## src/rdc_pkg.sv

```systemverilog
`timescale 1ns / 1ps
`default_nettype none

package rdc_pkg;

   typedef logic [4:0] digit_type;
   typedef logic [6:0] char_type;

   localparam digit_type RADIX_MIN  = 5'd2;
   localparam digit_type RADIX_MAX  = 5'd20;
   localparam digit_type DIGIT_TEN  = 5'd10;
   localparam char_type  ASCII_ZERO = 7'h30;
   localparam char_type  ASCII_A    = 7'h41;

   // map a digit value to its ASCII character
   function automatic char_type digit_ascii(input digit_type d);
      char_type c;
      if (d < DIGIT_TEN) begin
         c = ASCII_ZERO + {2'b00, d};
      end else begin
         c = ASCII_A + {2'b00, d - DIGIT_TEN};
      end
      return c;
   endfunction

endpackage

`default_nettype wire

```

## src/radix_digit_converter.sv

```systemverilog
// Integer to base-N digit string converter.
// Input channel (req_): one word per conversion, a signed number and a base.
// Output channel (rsp_): one word per ASCII digit, most significant first,
// tlast on the final one. A base outside 2..20 gives a single word with the
// bad-base flag; a number that is zero or negative gives a single word with
// the empty flag; flagged words carry a zero character and tlast.
// The number used is its low W = min(DATA_WIDTH, 32) bits, two's complement.
// Each digit comes from one pass of a bit-serial restoring divider, one
// quotient bit per cycle. Digits are pushed onto a shift-register stack,
// then popped to the output register one per cycle while the receiver takes them.
// A flagged word passes from acceptance through the emit state into the
// output register. A new word is taken once the last result of the
// previous one sits in the output register.
// Reset returns the controller to idle and clears the output valid.
// While the receiver stalls the output word holds and popping pauses.
`timescale 1ns / 1ps
`default_nettype none

module radix_digit_converter #(
   parameter int DATA_WIDTH = 32
) (
   input  wire logic        clock,
   input  wire logic        reset,
   input  wire logic        req_tvalid,
   output logic             req_tready,
   input  wire logic [39:0] req_tdata,  // [31:0] number, [36:32] radix, [39:37] zero
   output logic             rsp_tvalid,
   input  wire logic        rsp_tready,
   output logic [7:0]       rsp_tdata,  // [6:0] digit_char, [7] zero
   output logic             rsp_tlast,
   output logic [1:0]       rsp_tuser   // [0] empty_res, [1] bad_base
);

   localparam int VW    = (DATA_WIDTH < 32) ? DATA_WIDTH : 32;
   localparam int DEPTH = VW - 1;
   localparam int CW    = $clog2(VW);

   localparam logic [1:0] ST_IDLE = 2'd0;
   localparam logic [1:0] ST_DIV  = 2'd1;
   localparam logic [1:0] ST_EMIT = 2'd2;

   logic [1:0]                state_ff, state_in;
   logic [VW-1:0]             q_ff, q_in;
   rdc_pkg::digit_type        rem_ff, rem_in;
   rdc_pkg::digit_type        radix_ff, radix_in;
   logic [CW-1:0]             bit_cnt_ff, bit_cnt_in;
   logic [CW-1:0]             cnt_ff, cnt_in;
   logic                      bad_ff, bad_in;
   logic                      empty_ff, empty_in;
   rdc_pkg::digit_type        stack_ff [DEPTH];
   rdc_pkg::digit_type        stack_in [DEPTH];
   logic                      rsp_valid_ff, rsp_valid_in;
   rdc_pkg::char_type         rsp_char_ff, rsp_char_in;
   logic                      rsp_last_ff, rsp_last_in;
   logic [1:0]                rsp_user_ff, rsp_user_in;

   logic [5:0]                rem2;
   logic                      ge;
   rdc_pkg::digit_type        rem_step;
   logic [VW-1:0]             q_step;
   logic                      rsp_free;
   logic [VW-1:0]             num_v;
   rdc_pkg::digit_type        req_radix;
   logic                      req_bad;
   logic                      req_empty;

   assign req_tready = (state_ff == ST_IDLE);
   assign rsp_tvalid = rsp_valid_ff;
   assign rsp_tdata  = {1'b0, rsp_char_ff};
   assign rsp_tlast  = rsp_last_ff;
   assign rsp_tuser  = rsp_user_ff;

   assign num_v     = req_tdata[VW-1:0];
   assign req_radix = req_tdata[36:32];
   assign req_bad   = (req_radix < rdc_pkg::RADIX_MIN) || (req_radix > rdc_pkg::RADIX_MAX);
   assign req_empty = num_v[VW-1] || (num_v == '0);

   // one restoring division step
   assign rem2     = {rem_ff, q_ff[VW-1]};
   assign ge       = (rem2 >= {1'b0, radix_ff});
   assign rem_step = ge ? 5'(rem2 - {1'b0, radix_ff}) : rem2[4:0];
   assign q_step   = {q_ff[VW-2:0], ge};
   assign rsp_free = !rsp_valid_ff || rsp_tready;

   always_comb begin
      state_in     = state_ff;
      q_in         = q_ff;
      rem_in       = rem_ff;
      radix_in     = radix_ff;
      bit_cnt_in   = bit_cnt_ff;
      cnt_in       = cnt_ff;
      bad_in       = bad_ff;
      empty_in     = empty_ff;
      stack_in     = stack_ff;
      rsp_valid_in = rsp_valid_ff;
      rsp_char_in  = rsp_char_ff;
      rsp_last_in  = rsp_last_ff;
      rsp_user_in  = rsp_user_ff;

      if (rsp_valid_ff && rsp_tready) begin
         rsp_valid_in = 1'b0;
      end

      unique case (state_ff)
         ST_IDLE: begin
            if (req_tvalid) begin
               radix_in   = req_radix;
               q_in       = num_v;
               rem_in     = '0;
               bit_cnt_in = '0;
               cnt_in     = '0;
               bad_in     = req_bad;
               empty_in   = !req_bad && req_empty;
               state_in   = (req_bad || req_empty) ? ST_EMIT : ST_DIV;
            end
         end
         ST_DIV: begin
            q_in       = q_step;
            rem_in     = rem_step;
            bit_cnt_in = CW'(bit_cnt_ff + 1'b1);
            if (bit_cnt_ff == CW'(VW - 1)) begin
               // push the remainder as the next digit
               for (int i = 1; i < DEPTH; i++) begin
                  stack_in[i] = stack_ff[i-1];
               end
               stack_in[0] = rem_step;
               cnt_in      = CW'(cnt_ff + 1'b1);
               bit_cnt_in  = '0;
               rem_in      = '0;
               if (q_step == '0) begin
                  state_in = ST_EMIT;
               end
            end
         end
         ST_EMIT: begin
            if (rsp_free) begin
               rsp_valid_in = 1'b1;
               if (bad_ff || empty_ff) begin
                  rsp_char_in = '0;
                  rsp_last_in = 1'b1;
                  rsp_user_in = {bad_ff, empty_ff};
                  state_in    = ST_IDLE;
               end else begin
                  // pop the most significant digit
                  rsp_char_in = rdc_pkg::digit_ascii(stack_ff[0]);
                  rsp_last_in = (cnt_ff == CW'(1));
                  rsp_user_in = '0;
                  for (int i = 0; i < DEPTH - 1; i++) begin
                     stack_in[i] = stack_ff[i+1];
                  end
                  cnt_in = CW'(cnt_ff - 1'b1);
                  if (cnt_ff == CW'(1)) begin
                     state_in = ST_IDLE;
                  end
               end
            end
         end
         default: begin
            state_in = ST_IDLE;
         end
      endcase
   end

   always_ff @(posedge clock) begin
      if (reset) begin
         state_ff     <= ST_IDLE;
         rsp_valid_ff <= 1'b0;
         bit_cnt_ff   <= '0;
         cnt_ff       <= '0;
         bad_ff       <= 1'b0;
         empty_ff     <= 1'b0;
      end else begin
         state_ff     <= state_in;
         rsp_valid_ff <= rsp_valid_in;
         bit_cnt_ff   <= bit_cnt_in;
         cnt_ff       <= cnt_in;
         bad_ff       <= bad_in;
         empty_ff     <= empty_in;
      end
   end

   always_ff @(posedge clock) begin
      q_ff        <= q_in;
      rem_ff      <= rem_in;
      radix_ff    <= radix_in;
      stack_ff    <= stack_in;
      rsp_char_ff <= rsp_char_in;
      rsp_last_ff <= rsp_last_in;
      rsp_user_ff <= rsp_user_in;
   end

endmodule

`default_nettype wire

```

## config.mk

```make
export PLATFORM = sky130hd
export DESIGN_NAME = radix_digit_converter
export DESIGN_NICKNAME = d
export VERILOG_FILES = /design/src/rdc_pkg.sv /design/src/radix_digit_converter.sv
export SDC_FILE = /design/constraint.sdc
export NUM_CORES = 1
export LEC_CHECK = 0
export BUFFER_PORTS_ARGS = -buffer_cell sky130_fd_sc_hd__buf_2
export CAP_MARGIN = 20
export CORE_AREA = 2 2 150 152
export CTS_CLUSTER_DIAMETER = 60
export DETAILED_ROUTE_END_ITERATION = 8
export DIE_AREA = 0 0 152 154
export GPL_ROUTABILITY_DRIVEN = 0
export GPL_TIMING_DRIVEN = 0
export SETUP_SLACK_MARGIN = 0.05
export SLEW_MARGIN = 20
export SYNTH_ARGS = -nofsm -noshare
export SYNTH_HDL_FRONTEND = slang
export SYNTH_SLANG_ARGS = --single-unit
```

## constraint.sdc

```tcl
create_clock -name clock -period 9.73 [get_ports clock]
set_clock_uncertainty 0.05 [all_clocks]
set_input_delay 1.946 -clock clock [delete_from_list [all_inputs] [get_ports clock]]
set_output_delay 1.946 -clock clock [all_outputs]
set_load 0.02 [all_outputs]
```

After elaboration in Yosys (flattened, before gate mapping)

Index checks and enable logic that the tools add are counted.

Equal/unequal tests: 10
Reduce and logical (&&, ||, !) cells: 22
Add/sub/neg operators: 7
Magnitude comparators: 4
Multiplexer cells: 28

Operators by type and width:

| operator                                                   | count |
|---|---|
| 2-to-1 mux 150 bit                                         | 2 |
| one-hot mux 150 bit (2 select lines)                       | 1 |
| 2-to-1 mux 155 bit                                         | 1 |
| logical NOT 32 bit                                         | 2 |
| one-hot mux 32 bit (2 select lines)                        | 1 |
| 2-to-1 mux 5 bit                                           | 7 |
| 2-to-1 mux 32 bit                                          | 1 |
| one-hot mux 5 bit (2 select lines)                         | 2 |
| one-hot mux 5 bit (3 select lines)                         | 1 |
| 2-to-1 mux 2 bit                                           | 7 |
| adder 5 x 1 -> 5 bit, second input constant                | 2 |
| != test 2 bit, second input constant                       | 5 |
| AND reduction 5 bit                                        | 2 |
| AND reduction 2 bit                                        | 4 |
| adder 6 x 5 -> 7 bit, first input constant                 | 1 |
| adder 7 x 5 -> 7 bit, first input constant                 | 1 |
| 2-to-1 mux 7 bit                                           | 1 |
| greater-or-equal comparator 6 x 5 -> 1 bit                 | 1 |
| one-hot mux 2 bit (3 select lines)                         | 1 |
| == test 5 x 1 -> 1 bit, second input constant              | 1 |
| == test 5 bit, second input constant                       | 1 |
| greater-than comparator 5 bit, second input constant       | 1 |
| logical OR 1 bit                                           | 5 |
| less-than comparator 5 x 2 -> 1 bit, second input constant | 1 |
| 14 further kinds                                           | 19 |

Flip-flop bits (word level): 222
Logic and storage cells: 114
Input port bits: 44

Depth between registers and ports, before layout

Word-level depth: 6
Mapped depth: 9
Gate-level depth less buffers: 9

Worst setup path before layout

OpenSTA, ideal clock, no wires.

Path type: input-to-reg
Start point: in rsp_tready
End point: reg stack_ff[100] (netlist bit) (enable)
Slack: 3.497 ns
Arrival: 5.654 ns
Path buffers: 0
Library setup time: 0.529 ns
Stages on the path: 3
Cells stage by stage: nor2b_1 > o21ai_2 > and3_1

Longest elaborated chain between the ends: 3

Ends and longest elaborated chain:

| item                                 | RTL line                     | source |
|---|---|---|
| start: declaration                   | radix_digit_converter.sv:28  | `input wire logic rsp_tready,` |
| logical OR 1 bit                     | radix_digit_converter.sv:83  | `assign rsp_free = !rsp_valid_ff \|\| rsp_tready;` |
| != test 2 bit (no source line)       | -                            |  |
| AND reduction 4 bit (no source line) | -                            |  |
| end signal: assignment               | radix_digit_converter.sv:186 | `stack_ff <= stack_in;` |
| end: declaration                     | radix_digit_converter.sv:50  | `rdc_pkg::digit_type stack_ff [DEPTH];` |

Every way passes these cells.
A chain may end at the register's enable or synchronous reset.

Worst setup path in the final report

Start point: reg bit_cnt_ff[0]
End point: reg stack_ff[88] (netlist bit) (enable)

Longest elaborated chain between the ends: 3

Ends and longest elaborated chain:

| item                                 | RTL line                     | source |
|---|---|---|
| start: declaration                   | radix_digit_converter.sv:46  | `logic [CW-1:0] bit_cnt_ff, bit_cnt_in;` |
| start signal: assignment             | radix_digit_converter.sv:175 | `bit_cnt_ff <= bit_cnt_in;` |
| == test 5 bit                        | radix_digit_converter.sv:121 | `if (bit_cnt_ff == CW'(VW - 1)) begin` |
| != test 2 bit (no source line)       | -                            |  |
| AND reduction 4 bit (no source line) | -                            |  |

Every way passes these cells.

==> flow_metrics.tcl <==
set metrics [dict create \
    status "finished, final reports clean" \
    timing.rr.end "stack_ff[88]" \
    fmax_mhz 290 \
    post_cts_resized 0 \
    cts_root_buf "clkbuf_16" \
    hold_depth 0 \
    route.met3.wl_um 818 \
    tightest_slew_ns 0.954 \
    clock_power_share 0.228 \
    avgSynthCellArea_um2 14.6 \
    critPathSlowestCell "and3_4" \
    place_ws_ns 5.77 \
    dieArea_mm2 0.0234 \
    timing.hold.ws_ns 0.409 \
    netSwitchingFraction 0.326 \
    portBuffers 52 \
    yosysWarnings 0 \
    fin_nets 807 \
    seqPwrFrac 0.505 \
    insertion_delay_ns 0.51 \
    synth_top_area_share 0.641 \
    power.internal_mw 2.53 \
    worst_path_largest_cell_delay_ns 0.64 \
    synth_common_cells "edfxtp_1, a22o_1, clkbuf_1" \
    path_delay_family "buffers and inverters" \
    min_path_type "reg2reg" \
    htreeDepth 1 \
    antenna_found_initial 1 \
    hold_viol 0 \
    yosysMostFrequentCell "edfxtp_1" \
    n_antenna_cell 0 \
    met2WireLength_um 9330 \
    cap_violations 0 \
    fp.dieH_um 154 \
    power.switching_mw 1.22 \
    drtPass1Iterations 5 \
    rsz0062_at_grt "false" \
    setup_tns_ns 0 \
    crit_type "reg2reg" \
    grt_pass1_wl_um 32400 \
    synth_top_flop_cell "edfxtp_1" \
    path_clk_slew_ns 0.06 \
    cp-startpoint "bit_cnt_ff[0]" \
    synthDistinctLibCells 56 \
    synth_top_cell_by_area "edfxtp_1" \
    synth_edf_count 207 \
    reg2reg_depth 9 \
    grt_pass1_vias 6265 \
    period_needed_ns 3.45 \
    arrival_ns 3.59 \
    ys_seq_area_frac 0.672 \
    cp_max_fo 59 \
    setup_viol 0 \
    synth_area_mm2 0.00970 \
    num_rows 54 \
    cp_cell_sequence "ha_1 > and3_1 > ha_1 > buf_2 > nand2b_1 > clkbuf_1 > and3_4 > buf_16 > buf_16" \
    cts_tree "yes" \
    drt-total-wl_um 19700 \
    synth_area_leaders "edfxtp_1, a22o_1, mux2_2" \
    grt_overflow_total 0 \
    critPathBufInv 4 \
    drt-met1-wl_um 9070 \
    drv_slew 0 \
    synthesis.nets 726 \
    worst_setup_path_end_kind "register" \
    grtUsageTotal 0.167 \
    cts_buffers 25 \
    top_layer_used "met4" \
    ys_ff_latch 222 \
    drtIter0Drc 462 \
    rrSetupSlack_ns 6.28 \
    hp-start "stack_ff[7]" \
    io_pins 57 \
    viasPerCell 5.74 \
    hold_end "stack_ff[2]" \
    drc_errors 0 \
    slew_headroom 0.363 \
    drive_gt1_frac 0.183 \
    clk_path_buf_depth 3 \
    antenna_left 0 \
    die-width_um 152 \
    cts_sinks 222 \
    core_area_mm2 0.0217 \
    wl_per_cell_um 18.9 \
    r2r-start "bit_cnt_ff[0]" \
    worstPathRequired_ns 9.87 \
    fin_crit_sh 0.354 \
    power_frac_comb 0.266 \
    fin_ws_ns 6.28 \
    critPathLaunchType "register" \
    power_density_mw_per_mm2 337 \
    netlist_instances 664 \
    vdd_drop_max_v 0.000140 \
    p_leak_nw 3.91 \
    hpwlAfterDp_um 13400 \
    area_delta_synth_final_pct 14.6 \
    grt_max_degree 60 \
    initial_core_util 0.447 \
    synthArstFlopShare 0 \
    cts_setup_buffers 0 \
    dr_total_vias 5967 \
    postCtsHoldBufs 0 \
]
==> cell families (layout without fill, tap and decap cells) <==
| group | after synthesis | in the layout | share of synthesized area |
|---|---|---|---|
| and+or+nand+nor | 114 | 114 | 0.0603 |
| AOI/OAI and AO/OA | 202 | 202 | 0.169 |
| other | 1 | 1 | 0.000387 |
| xor gates and xnor gates | 8 | 8 | 0.00723 |
| buffers and inverters | 63 | 158 | 0.0253 |
| adders and majority gates | 18 | 18 | 0.0240 |
| DFF | 222 | 222 | 0.672 |
| muxes | 36 | 36 | 0.0414 |
==> flip-flops by register name (all words and copies together) (netlist names), 5 cells and up <==
signal       cells
bit_cnt_ff       5
cnt_ff           5
q_ff            32
radix_ff         5
rem_ff           5
rsp_char_ff      7
stack_ff       155
==> per-layer routing <==
metal  track usage  vias up
met1         0.232     2996
met2         0.273      126
met5             0        -
li1              -     2809
met3        0.0293       36
met4        0.0463        0
==> power by group through the flow <==
stage | clock network [mW] | registers, mW | logic (mW)
after floorplan | 0 | 1.88 | 0.708
after global placement | 0 | 1.98 | 0.916
after detailed placement | 0 | 1.91 | 1.00
after CTS | 0.876 | 1.90 | 1.00
after global routing | 0.911 | 1.94 | 1.10
final | 0.856 | 1.89 | 0.998
==> final cells by class <==
cell class	count	area, um2
plain buffers	47	185
clock buffers	34	699
clock inverters	7	42.5
fillers	1833	10600
inverters	16	60.1
multi-input cells	379	2940
flip-flops and latches	222	6520
well taps	280	350
repair buffers	54	315
==> stage by stage <==
stage	utilization	instance area, um2	total power, mW	instances
final	0.512	11100	3.75	1039
after global routing	0.512	11100	3.96	1039
after CTS	0.512	11100	3.78	1039
after detailed placement	0.478	10400	2.91	998
after global placement	0.475	10300	2.90	996
after floorplan	-	9700	2.59	664
==> worst max-delay path by stage <==
stage | to | slack [ns] | cells past startpoint
floorplan | stack_ff[100] | 3.50 | 3
global placement | stack_ff[92] | 2.18 | 4
detailed placement | stack_ff[89] | 5.77 | 6
CTS | stack_ff[88] | 6.27 | 9
global route | stack_ff[88] | 6.07 | 9
finish | stack_ff[88] | 6.28 | 9
==> cell usage in the layout (no fill, tap or decap), drive strengths merged, types with 5 or more instances in the layout <==
cell	n
mux2	33
dfxtp	15
nor2	36
nand2	22
ha	17
clkinv	5
nor4	14
nor2b	7
clkbuf	71
xnor2	6
nand4	5
a22o	139
edfxtp	207
o21ai	25
nor3	7
buf	64
inv	18
nand2b	6
a21oi	11
No activity file was read; power rests on OpenSTA's default activity.
